### src/rtl/core/boot_tape_image_loader_unit_defines.svh
// ----------------------------------------------------------------------------
// Assertion macros for the boot tape image loader
// Shared property forms, clocked on clk_i and held off while rst_ni is low.
// ----------------------------------------------------------------------------
`ifndef BOOT_TAPE_IMAGE_LOADER_UNIT_DEFINES_SVH
`define BOOT_TAPE_IMAGE_LOADER_UNIT_DEFINES_SVH

// same-cycle implication
`define BTIL_ASSERT_NOW(lbl, ante, cons, msg) \
  lbl: assert property (@(posedge clk_i) disable iff (!rst_ni) (ante) |-> (cons)) \
    else $error(msg);

// next-cycle implication
`define BTIL_ASSERT_NEXT(lbl, ante, cons, msg) \
  lbl: assert property (@(posedge clk_i) disable iff (!rst_ni) (ante) |=> (cons)) \
    else $error(msg);

`endif

### src/rtl/core/btil_pkg.sv
// ----------------------------------------------------------------------------
// btil_pkg
// Types, constants and helpers shared by the tape image loader modules.
// ----------------------------------------------------------------------------
`default_nettype none

package btil_pkg;

  localparam int unsigned ByteW             = 8;
  localparam int unsigned WordW             = 16;
  localparam int unsigned AddrBitsDefault   = 16;
  localparam int unsigned QueueDepthDefault = 2;

  // header characters, after masking to 7 bits
  localparam logic [6:0] CharLf    = 7'h0A;
  localparam logic [6:0] CharCr    = 7'h0D;
  localparam logic [6:0] CharBang  = 7'h21;
  localparam logic [6:0] CharZero  = 7'h30;
  localparam logic [6:0] CharSeven = 7'h37;

  // front state
  typedef enum logic [1:0] {
    F_HEADER = 2'b01,
    F_WORDS  = 2'b10
  } front_state_e;

  // back state
  typedef enum logic [5:0] {
    ST_LOAD   = 6'b000001,
    ST_COUNT  = 6'b000010,
    ST_DATA   = 6'b000100,
    ST_CHECK  = 6'b001000,
    ST_ACTION = 6'b010000,
    ST_DONE   = 6'b100000
  } back_state_e;

  // octal values captured in the header
  typedef struct packed {
    logic [WordW-1:0] value_b;
    logic [WordW-1:0] value_c;
  } hdr_vals_t;

  // 1 when the byte has an even number of ones
  function automatic logic even_parity(input logic [ByteW-1:0] b);
    even_parity = ~(^b);
  endfunction

endpackage

`default_nettype wire

### src/rtl/core/btil_front.sv
// ----------------------------------------------------------------------------
// btil_front
// Takes tape bytes, parses the octal header and pairs later bytes into words.
// ----------------------------------------------------------------------------
`default_nettype none

`include "boot_tape_image_loader_unit_defines.svh"

module btil_front import btil_pkg::*; (
  input  wire logic             clk_i,
  input  wire logic             rst_ni,
  input  wire logic             in_valid_i,
  output logic                  in_stall_o,
  input  wire logic [ByteW-1:0] tape_byte_i,
  input  wire logic             q_full_i,
  output logic                  push_o,
  output logic [WordW-1:0]      word_o,
  output hdr_vals_t             hdr_o
);

  front_state_e     state_q, state_d;
  logic             second_q, second_d;
  logic [ByteW-1:0] held_q;
  hdr_vals_t        hdr_q, hdr_d;
  logic             accept;
  logic [6:0]       ch;

  assign in_stall_o = q_full_i;
  assign accept     = in_valid_i & ~q_full_i;
  assign ch         = tape_byte_i[6:0];

  // header parse and word pairing
  always_comb begin
    state_d  = state_q;
    second_d = second_q;
    hdr_d    = hdr_q;
    push_o   = 1'b0;
    word_o   = {held_q, tape_byte_i};
    if (accept) begin
      unique case (state_q)
        F_HEADER: begin
          priority if (ch == CharLf) begin
            // line feed: no effect
          end else if (ch == CharCr) begin
            hdr_d.value_b = hdr_q.value_c;
            hdr_d.value_c = '0;
          end else if (ch >= CharZero && ch <= CharSeven) begin
            hdr_d.value_c = {hdr_q.value_c[WordW-4:0], ch[2:0]};
          end else if (ch == CharBang) begin
            state_d  = F_WORDS;
            second_d = 1'b0;
          end else begin
            hdr_d = '0;
          end
        end
        F_WORDS: begin
          second_d = ~second_q;
          push_o   = second_q;
        end
        default: state_d = F_HEADER;
      endcase
    end
  end

  always_ff @(posedge clk_i or negedge rst_ni) begin
    if (!rst_ni) begin
      state_q  <= F_HEADER;
      second_q <= 1'b0;
      hdr_q    <= '0;
    end else begin
      state_q  <= state_d;
      second_q <= second_d;
      hdr_q    <= hdr_d;
    end
  end

  // high byte of the word in progress
  always_ff @(posedge clk_i) begin
    if (accept && state_q == F_WORDS && !second_q) begin
      held_q <= tape_byte_i;
    end
  end

  assign hdr_o = hdr_q;

  `BTIL_ASSERT_NOW(a_no_push_in_header, state_q == F_HEADER, !push_o,
                   "front pushed a word during the header")
  `BTIL_ASSERT_NEXT(a_hdr_frozen, state_q == F_WORDS, $stable(hdr_q),
                    "header values changed after the header ended")

endmodule

`default_nettype wire

### src/rtl/core/btil_queue.sv
// ----------------------------------------------------------------------------
// btil_queue
// Small word queue between the byte front and the result back.
// ----------------------------------------------------------------------------
`default_nettype none

`include "boot_tape_image_loader_unit_defines.svh"

module btil_queue import btil_pkg::*; #(
  parameter int unsigned Depth = QueueDepthDefault
) (
  input  wire logic             clk_i,
  input  wire logic             rst_ni,
  input  wire logic             push_i,
  input  wire logic [WordW-1:0] word_i,
  input  wire logic             pop_i,
  output logic                  full_o,
  output logic                  valid_o,
  output logic [WordW-1:0]      word_o
);

  localparam int unsigned PtrW = (Depth > 1) ? $clog2(Depth) : 1;
  localparam int unsigned CntW = $clog2(Depth + 1);

  logic [WordW-1:0] mem_q [Depth];
  logic [PtrW-1:0]  wr_ptr_q, rd_ptr_q;
  logic [CntW-1:0]  count_q;
  logic             do_push, do_pop;

  assign full_o  = (count_q == CntW'(Depth));
  assign valid_o = (count_q != '0);
  assign word_o  = mem_q[rd_ptr_q];
  assign do_push = push_i & ~full_o;
  assign do_pop  = pop_i & valid_o;

  // pointers and fill count
  always_ff @(posedge clk_i or negedge rst_ni) begin
    if (!rst_ni) begin
      wr_ptr_q <= '0;
      rd_ptr_q <= '0;
      count_q  <= '0;
    end else begin
      if (do_push) begin
        wr_ptr_q <= (wr_ptr_q == PtrW'(Depth - 1)) ? '0 : wr_ptr_q + 1'b1;
      end
      if (do_pop) begin
        rd_ptr_q <= (rd_ptr_q == PtrW'(Depth - 1)) ? '0 : rd_ptr_q + 1'b1;
      end
      unique case ({do_push, do_pop})
        2'b10:   count_q <= count_q + 1'b1;
        2'b01:   count_q <= count_q - 1'b1;
        default: count_q <= count_q;
      endcase
    end
  end

  // storage
  always_ff @(posedge clk_i) begin
    if (do_push) begin
      mem_q[wr_ptr_q] <= word_i;
    end
  end

  `BTIL_ASSERT_NOW(a_no_push_full, full_o, !push_i, "word pushed into a full queue")
  `BTIL_ASSERT_NOW(a_count_range, 1'b1, count_q <= CntW'(Depth),
                   "queue fill count out of range")

endmodule

`default_nettype wire

### src/rtl/core/btil_back.sv
// ----------------------------------------------------------------------------
// btil_back
// Walks the word sequence of the image and produces write and done results.
// ----------------------------------------------------------------------------
`default_nettype none

`include "boot_tape_image_loader_unit_defines.svh"

module btil_back import btil_pkg::*; #(
  parameter int unsigned AddrBits = AddrBitsDefault
) (
  input  wire logic             clk_i,
  input  wire logic             rst_ni,
  input  wire logic             q_valid_i,
  input  wire logic [WordW-1:0] q_word_i,
  output logic                  pop_o,
  input  wire hdr_vals_t        hdr_i,
  output logic                  out_valid_o,
  input  wire logic             out_stall_i,
  output logic                  kind_o,
  output logic [WordW-1:0]      address_o,
  output logic [ByteW-1:0]      low_byte_o,
  output logic [ByteW-1:0]      high_byte_o,
  output logic                  low_parity_o,
  output logic                  high_parity_o,
  output logic [WordW-1:0]      start_b_o,
  output logic [WordW-1:0]      start_c_o,
  output logic [WordW-1:0]      action_code_o,
  output logic                  checksum_ok_o,
  output logic [WordW-1:0]      computed_sum_o
);

  back_state_e       state_q, state_d;
  logic [WordW-1:0]  load_q, load_d;
  logic [WordW-1:0]  left_q, left_d;
  logic [AddrBits-1:0] addr_q, addr_d;
  logic [WordW-1:0]  sum_q, sum_d;
  logic [WordW-1:0]  chk_q, chk_d;
  logic              out_valid_q, out_valid_d;
  logic              emit_wr, emit_done;

  // a word is taken whenever the result slot is free or draining
  assign pop_o = q_valid_i & (~out_valid_q | ~out_stall_i);

  // word sequencer
  always_comb begin
    state_d   = state_q;
    load_d    = load_q;
    left_d    = left_q;
    addr_d    = addr_q;
    sum_d     = sum_q;
    chk_d     = chk_q;
    emit_wr   = 1'b0;
    emit_done = 1'b0;
    if (pop_o) begin
      unique case (state_q)
        ST_LOAD: begin
          load_d  = q_word_i;
          state_d = ST_COUNT;
        end
        ST_COUNT: begin
          left_d  = q_word_i;
          addr_d  = load_q[AddrBits-1:0];
          sum_d   = '0;
          state_d = (q_word_i == '0) ? ST_CHECK : ST_DATA;
        end
        ST_DATA: begin
          emit_wr = 1'b1;
          sum_d   = sum_q + q_word_i;
          addr_d  = addr_q + 1'b1;
          left_d  = left_q - 1'b1;
          if (left_q == WordW'(1)) begin
            state_d = ST_CHECK;
          end
        end
        ST_CHECK: begin
          chk_d   = q_word_i;
          state_d = ST_ACTION;
        end
        ST_ACTION: begin
          emit_done = 1'b1;
          state_d   = ST_DONE;
        end
        ST_DONE: begin
          // trailing bytes are dropped
        end
        default: state_d = ST_DONE;
      endcase
    end
  end

  // result slot handshake
  always_comb begin
    out_valid_d = out_valid_q;
    if (emit_wr || emit_done) begin
      out_valid_d = 1'b1;
    end else if (!out_stall_i) begin
      out_valid_d = 1'b0;
    end
  end

  always_ff @(posedge clk_i or negedge rst_ni) begin
    if (!rst_ni) begin
      state_q     <= ST_LOAD;
      load_q      <= '0;
      left_q      <= '0;
      addr_q      <= '0;
      sum_q       <= '0;
      chk_q       <= '0;
      out_valid_q <= 1'b0;
    end else begin
      state_q     <= state_d;
      load_q      <= load_d;
      left_q      <= left_d;
      addr_q      <= addr_d;
      sum_q       <= sum_d;
      chk_q       <= chk_d;
      out_valid_q <= out_valid_d;
    end
  end

  // result payload, unused fields zero
  always_ff @(posedge clk_i) begin
    if (emit_wr) begin
      kind_o         <= 1'b0;
      address_o      <= WordW'(addr_q);
      low_byte_o     <= q_word_i[ByteW-1:0];
      high_byte_o    <= q_word_i[WordW-1:ByteW];
      low_parity_o   <= even_parity(q_word_i[ByteW-1:0]);
      high_parity_o  <= even_parity(q_word_i[WordW-1:ByteW]);
      start_b_o      <= '0;
      start_c_o      <= '0;
      action_code_o  <= '0;
      checksum_ok_o  <= 1'b0;
      computed_sum_o <= '0;
    end else if (emit_done) begin
      kind_o         <= 1'b1;
      address_o      <= '0;
      low_byte_o     <= '0;
      high_byte_o    <= '0;
      low_parity_o   <= 1'b0;
      high_parity_o  <= 1'b0;
      start_b_o      <= hdr_i.value_b;
      start_c_o      <= hdr_i.value_c;
      action_code_o  <= q_word_i;
      checksum_ok_o  <= (chk_q == sum_q);
      computed_sum_o <= sum_q;
    end
  end

  assign out_valid_o = out_valid_q;

  `BTIL_ASSERT_NEXT(a_quiet_after_done, state_q == ST_DONE && !out_valid_q, !out_valid_q,
                    "result produced after load completion")
  `BTIL_ASSERT_NEXT(a_zero_count_skips,
                    pop_o && state_q == ST_COUNT && q_word_i == '0, state_q == ST_CHECK,
                    "zero word count did not skip the data words")

endmodule

`default_nettype wire

### src/rtl/core/boot_tape_image_loader_unit.sv
// Boot tape image loader. Takes one tape byte per cycle (tape_byte_i beat
// accepted when in_valid_i is high and in_stall_o low) and sustains that rate
// as long as results are taken. The front parses the octal header and pairs
// the following bytes into 16-bit words; a two-entry word queue feeds the
// back, which walks load address, word count, data, checksum and action
// code. With the result register free, out_valid_o for a memory write rises
// from the low byte of its data word via the queue storage and out_valid_q,
// and the completion result likewise from the low byte of the action
// code. in_stall_o rises only when the word queue is full, which happens
// only while the result register is held by out_stall_i.
// After completion every further byte is taken and dropped until reset.
// ----------------------------------------------------------------------------
// boot_tape_image_loader_unit
// Top level: byte front, word queue and result back.
// ----------------------------------------------------------------------------
`default_nettype none

module boot_tape_image_loader_unit import btil_pkg::*; #(
  parameter int unsigned ADDR_BITS   = AddrBitsDefault,
  parameter int unsigned QUEUE_DEPTH = QueueDepthDefault
) (
  input  wire logic             clk_i,
  input  wire logic             rst_ni,
  input  wire logic             in_valid_i,
  output logic                  in_stall_o,
  input  wire logic [ByteW-1:0] tape_byte_i,
  output logic                  out_valid_o,
  input  wire logic             out_stall_i,
  output logic                  kind_o,
  output logic [WordW-1:0]      address_o,
  output logic [ByteW-1:0]      low_byte_o,
  output logic [ByteW-1:0]      high_byte_o,
  output logic                  low_parity_o,
  output logic                  high_parity_o,
  output logic [WordW-1:0]      start_b_o,
  output logic [WordW-1:0]      start_c_o,
  output logic [WordW-1:0]      action_code_o,
  output logic                  checksum_ok_o,
  output logic [WordW-1:0]      computed_sum_o
);

  logic             q_full, q_valid, push, pop;
  logic [WordW-1:0] push_word, q_word;
  hdr_vals_t        hdr;

  btil_front u_front (
    .clk_i       (clk_i),
    .rst_ni      (rst_ni),
    .in_valid_i  (in_valid_i),
    .in_stall_o  (in_stall_o),
    .tape_byte_i (tape_byte_i),
    .q_full_i    (q_full),
    .push_o      (push),
    .word_o      (push_word),
    .hdr_o       (hdr)
  );

  btil_queue #(
    .Depth (QUEUE_DEPTH)
  ) u_queue (
    .clk_i   (clk_i),
    .rst_ni  (rst_ni),
    .push_i  (push),
    .word_i  (push_word),
    .pop_i   (pop),
    .full_o  (q_full),
    .valid_o (q_valid),
    .word_o  (q_word)
  );

  btil_back #(
    .AddrBits (ADDR_BITS)
  ) u_back (
    .clk_i          (clk_i),
    .rst_ni         (rst_ni),
    .q_valid_i      (q_valid),
    .q_word_i       (q_word),
    .pop_o          (pop),
    .hdr_i          (hdr),
    .out_valid_o    (out_valid_o),
    .out_stall_i    (out_stall_i),
    .kind_o         (kind_o),
    .address_o      (address_o),
    .low_byte_o     (low_byte_o),
    .high_byte_o    (high_byte_o),
    .low_parity_o   (low_parity_o),
    .high_parity_o  (high_parity_o),
    .start_b_o      (start_b_o),
    .start_c_o      (start_c_o),
    .action_code_o  (action_code_o),
    .checksum_ok_o  (checksum_ok_o),
    .computed_sum_o (computed_sum_o)
  );

endmodule

`default_nettype wire

### config.mk
export PLATFORM = sky130hd
export DESIGN_NAME = boot_tape_image_loader_unit
export DESIGN_NICKNAME = d
export VERILOG_FILES = /design/src/rtl/core/btil_pkg.sv /design/src/rtl/core/btil_front.sv /design/src/rtl/core/btil_queue.sv /design/src/rtl/core/btil_back.sv /design/src/rtl/core/boot_tape_image_loader_unit.sv
export VERILOG_INCLUDE_DIRS = /design/src /design/src/rtl/core
export SDC_FILE = /design/constraint.sdc
export NUM_CORES = 1
export LEC_CHECK = 0
export BUFFER_PORTS_ARGS = -buffer_cell sky130_fd_sc_hd__buf_2
export CORE_AREA = 2 2 163 165
export CTS_CLUSTER_DIAMETER = 40
export CTS_CLUSTER_SIZE = 24
export DETAILED_ROUTE_END_ITERATION = 6
export DIE_AREA = 0 0 165 167
export PLACE_DENSITY = 0.69
export SLEW_MARGIN = 30
export SYNTH_ARGS = -nofsm -noshare
export SYNTH_HDL_FRONTEND = slang
export SYNTH_SLANG_ARGS = --single-unit
### constraint.sdc
create_clock -name clk_i -period 9.39 [get_ports clk_i]
set_clock_uncertainty 0.1 [all_clocks]
set_input_delay 2.817 -clock clk_i [delete_from_list [all_inputs] [get_ports clk_i]]
set_output_delay 2.817 -clock clk_i [all_outputs]
set_load 0.01 [all_outputs]
======== Word level (Yosys, flattened, before mapping) ========
Memory sizes are Yosys's and may differ from the RTL's.
Index checks and enable logic that the tools add are counted.
operators by class
  $add $sub $neg .......................... 7
  multiply operators ...................... 0
  divide/modulo/power cells ............... 0
  magnitude comparators ................... 2
  eq/ne operators ......................... 25
  shifts and indexed selects .............. 0
  multiplexer cells ....................... 41
  bitwise logic cells ..................... 14
  reductions and logical operators ........ 21
operator list
  kind                                                  count
  one-hot mux 16 bit (2 select lines)                   3
  2-to-1 mux 16 bit                                     4
  2-to-1 mux 32 bit                                     2
  one-hot mux 6 bit (5 select lines)                    1
  2-to-1 mux 8 bit                                      3
  2-to-1 mux 1 bit                                      19
  adder 16 x 1 -> 16 bit, second input constant         1
  adder 16 bit                                          1
  equality test 16 x 1 -> 1 bit, second input constant  1
  equality test 16 bit                                  1
  logical NOT 16 bit                                    1
  parity 8 bit                                          2
  subtractor 16 x 1 -> 16 bit, second input constant    1
  equality test 7 x 4 -> 1 bit, second input constant   2
  AND reduction 6 bit                                   2
  != test 2 x 1 -> 1 bit, second input constant         5
  nonzero test 2 bit                                    5
  NOT 1 bit                                             9
  2-to-1 mux 2 bit                                      4
  one-hot mux 2 bit (2 select lines)                    2
  equality test 7 x 6 -> 1 bit, second input constant   1
  >= comparator 7 x 6 -> 1 bit, second input constant   1
  <= comparator 7 x 6 -> 1 bit, second input constant   1
  equality test 2 bit, second input constant            3
  24 further kinds                                      35
storage, ports and cells
  bits in registers ....................... 234
  latch bits .............................. 0
  RAM bits ................................ 32
  memory bits (read-only) ................. 0
  input port bits ......................... 12
  output and inout port bits .............. 102
  logic and storage cells ................. 137
  memories ................................ 1
memories
  name           depth  bits a word  read ports  clocked after memory_dff  wr ports  line              source
  u_queue.mem_q  2      16           1           0                         1         btil_queue.sv:25  logic [WordW-1:0] mem_q [Depth];

======== Logic depth before layout (Yosys ltp) ========
  word-level depth ........................ 7
  gate-level depth with buffers ........... 12
  mapped depth without buffers ............ 10

======== Cells and area by module ========
From an unflattened synthesis, not the netlist that was laid out.
second synthesis, totals
  cell total of the unflattened synthesis .. 1009
  area total of the unflattened synthesis .. 11509.8 µm²
modules (own cells, without submodules)
  module      times used  cells each  area an instance (µm²)  sequential area each (µm²)
  btil_back   1           812         8304.2                  4520.6
  btil_front  1           129         1843.0                  1117.3
  btil_queue  1           68          1362.6                  1061.0

======== Worst setup path after synthesis ========
Ideal clock, no wire load.
  path type ............................... input to register
  start ................................... input port out_stall_i
  end ..................................... register u_back.address_o[0], enable pin
  setup time .............................. 0.389 ns
  data arrival time ....................... 4.565 ns
  required time ........................... 8.901 ns
  slack ................................... 4.337 ns
  stages on the path ...................... 6
  buffers on the path ..................... 2
  path through ............................ o2bb2ai_2 > nor4b_4 > nor2_1 > clkbuf_1 > clkbuf_1 > inv_1
between the ends
  longest elaborated chain between the ends .. 5
  elaborated cells on any way between the ends .. 6
  classes of those cells .................. mux: 2; bitwise: 3; reduce/logical: 1
ends and longest elaborated chain
  what                                     line                               source
  start, declared                          boot_tape_image_loader_unit.sv:28  input wire logic out_stall_i,
  NOT 1 bit (*)                            btil_back.sv:43                    assign pop_o = q_valid_i & (~out_valid_q | ~out_stall_i);
  OR 1 bit (*)                             btil_back.sv:43
  bitwise AND 1 bit (*)                    btil_back.sv:43
  2-to-1 mux 1 bit                         btil_back.sv:55                    if (pop_o) begin
  nonzero test 2 bit (no source line) (*)  --
  end signal, assigned                     btil_back.sv:126                   address_o <= WordW'(addr_q);
  end, declared                            btil_back.sv:21                    output logic [WordW-1:0] address_o,
Every way passes the cells marked *; elsewhere a longest branch is shown, timed or not.
A chain may end at the register's enable or synchronous reset.

======== Worst setup path after layout ========
  start ................................... input port out_stall_i
  end ..................................... register u_back.sum_q[15]
between the ends
  longest elaborated chain between the ends .. 4
ends and longest elaborated chain
  what                                  line              source
  NOT 1 bit                             btil_back.sv:43
  OR 1 bit                              btil_back.sv:43
  bitwise AND 1 bit                     btil_back.sv:43
  AND reduction 2 bit (no source line)  --
  end signal, assigned                  btil_back.sv:116  sum_q <= sum_d;
  end, declared                         btil_back.sv:37   logic [WordW-1:0] sum_q, sum_d;
No other way between the ends.

==> impl_metrics.ini <==
[hold_path]
hold_class = reg2reg
whs_endpoint = u_queue.mem_q[1][11]
min-delay-start = u_front.held_q[3]
whs_path_depth = 0

[timing]
setup-violations-final = 0
max_freq_mhz = 223
fin_crit_ps = 4490
rsz0062_at_grt = no
maxSlewHeadroom_pct = 36.7
hold_viol = 0
slew_violations = 0
period_share_pct = 47.8
worst_pin_slew_ps = 923
fin_tns_setup_ps = 0

[routing]
drc = 0
vias = 8475
routedWlPerCell_um = 17.9
avgViaCountPerCell = 5.47
drt-total-wl_um = 27800
drt_iter0_drc = 619
ant_nets = 0
first_pass_iters = 5

[flow_run]
maxCapViolations = 0

[placed_design]
place.gp.congestion = 0.858
post-dp-hpwl_um = 18100
port_buffers = 113

[finish]
diodes = 0
fillers = 2198
final_cell_mix = 124 x nand2_1, 124 x dfrtp_1, 112 x buf_2
drive_gt1_share_pct = 18.4
area_growth_pct = 19.5
multi_input_area_um2 = 4310
seqCellArea_um2 = 6700
fin_util_pct = 53.0
final_nets = 1230

[run_status]
outcome = complete, no violations

[clock_tree]
cts-root-buf = clkbuf_16
cts-resized-gates = 0
clock_path_buffers = 3
cts_hold_buf = 0
clk_pin_slew_ps = 60
postCtsSetupRepairBufs = 0
cts_buffers = 35
cts_num_sinks = 266
cts_tree = built
clk_latency_ps = 510
h-tree-depth = 2

[die]
die_x_um = 165
start_util_pct = 44.3
io_pins = 114
row_count = 59
die_y_um = 167
dieArea_um2 = 27600
core_area_um2 = 25800

[logic_synthesis]
synth-seq-cells = 266
seq_area_frac_synth_pct = 58.6
netlist_top_cells_area = dfrtp_1 27%, edfxtp_1 19%, dfxtp_1 12%
ys_warn_count = 0
avgSynthCellArea_um2 = 10.7
syn-num-nets = 1107
yosysUniqueCellTypes = 69
ys.flop_type = dfrtp_1
synth-edff-count = 74
netlist_area_um2 = 11400
synth_top_cell_area_share_pct = 27.2
async_flop_share_pct = 47.4
synth_area_leader_cell = dfrtp_1
syn_inst = 1065

[global_routing]
grt-ovfl-total = 0
grt_max_degree = 69
antenna_found_initial = 0
grt_pass1_vias = 8371
grt_pass1_wl_um = 45100
globalRouteTotalUtil_pct = 20.7

[setup_path]
required_ps = 9690
path_class = in2reg
reg2reg_to = u_back.sum_q[12]
reg2reg_slack_ps = 5310
r2r-start = u_queue.rd_ptr_q
worst_ep_arrival_time_ps = 4790
r2r_cells = 11
critPathMaxFanout = 38
setup.worst_path.end_class = register
startpoint_type = input port

[power]
p_leak_nw = 6.06
peakVddDrop_mv = 0.204
powerDensity_nw_per_um2 = 233
-- worst max-delay path, cell delays in order --
cell and delay (ps):
buf_2 110, o2bb2ai_2 220, inv_1 500, nand2_1 100
buf_4 280, or3_1 390, o221ai_1 170, a2bb2oi_1 180
-- how the worst max path moves through the flow --
stage                      from                   to  slack, ps  cells after the start
finish              out_stall_i     u_back.sum_q[15]       4900                      8
global route        out_stall_i     u_back.sum_q[15]       4770                      8
detailed placement  out_stall_i     u_back.load_q[5]       4370                      5
CTS                 out_stall_i     u_back.load_q[5]       4890                      5
floorplan           out_stall_i  u_back.address_o[0]       4340                      6
global placement    out_stall_i  u_back.address_o[5]       4470                      6
-- per-layer routing --
| layer | up-vias | wire length, um | GRT usage [%] |
|---|---|---|---|
| li1 | 4093 | - | - |
| met1 | 4096 | 12300 | 28.4 |
| met2 | 244 | 12800 | 32.6 |
| met3 | 42 | 2060 | 5.58 |
| met4 | 0 | 563 | 5.22 |
| met5 | - | 0 | 0 |
-- metrics by stage --
step	hold slack (ps)	setup WS [ps]	total power, W	cells	cell area [um2]
global route	356	4770	0.00332	1550	13600
CTS	342	4890	0.00321	1549	13600
global placement	322	4470	0.00184	1484	12400
finish	347	4900	0.00318	1550	13600
floorplan	321	4340	0.00163	1065	11400
detailed placement	330	4370	0.00185	1485	12400
-- cells by family (layout without fill, tap and decap cells) --
group | after synthesis | in the layout | synth area share [%]
flip-flops | 266 | 266 | 58.6
buffers and inverters | 107 | 257 | 3.88
AO/OA/AOI/OAI | 295 | 295 | 16.5
AND/OR/NAND/NOR | 307 | 307 | 12.7
adder cells (fa/ha/maj) | 30 | 30 | 3.35
XOR/XNOR | 39 | 39 | 2.99
multiplexers | 21 | 21 | 1.88
-- cell type report --
class                           count  share of cell area (%)
Multi-Input combinational cell    692                    31.6
Timing Repair Buffer              143                    5.87
Clock buffer                       47                    7.66
Inverter                           50                    1.38
Tap cell                          335                    3.07
Sequential cell                   266                    49.1
Clock inverter                     17                    1.37
-- cells in the mapped netlist, types with 3 or more instances --
cell / count
o22ai_1: 9
nand4b_1: 3
a22oi_1: 6
o21bai_1: 4
mux2_2: 4
xor2_1: 26
clkbuf_1: 40
inv_1: 49
ha_1: 29
o32ai_1: 3
a2bb2oi_1: 3
buf_2: 12
nor4_1: 11
mux2i_1: 17
o21ai_1: 33
dfxtp_1: 66
nor3_1: 12
or4_1: 3
nand2_1: 124
dfrtp_1: 124
a21o_1: 9
o211ai_1: 7
and3_1: 20
edfxtp_1: 74
o22a_1: 3
a211oi_1: 3
nand3_1: 35
nand4_1: 6
or3_1: 3
o31ai_1: 3
o21ai_0: 94
a22o_1: 55
a21oi_1: 44
xnor2_1: 13
and2_1: 3
buf_6: 3
a31oi_1: 7
nor2_1: 68
-- power breakdown --
group	internal (W)	switching (W)	total [W]
combinational	0.000194	0.000340	0.000534
clock	0.000830	0.000521	0.00135
sequential	0.00126	0.0000402	0.00130
Note: power is estimated with default switching activity, not from simulation.
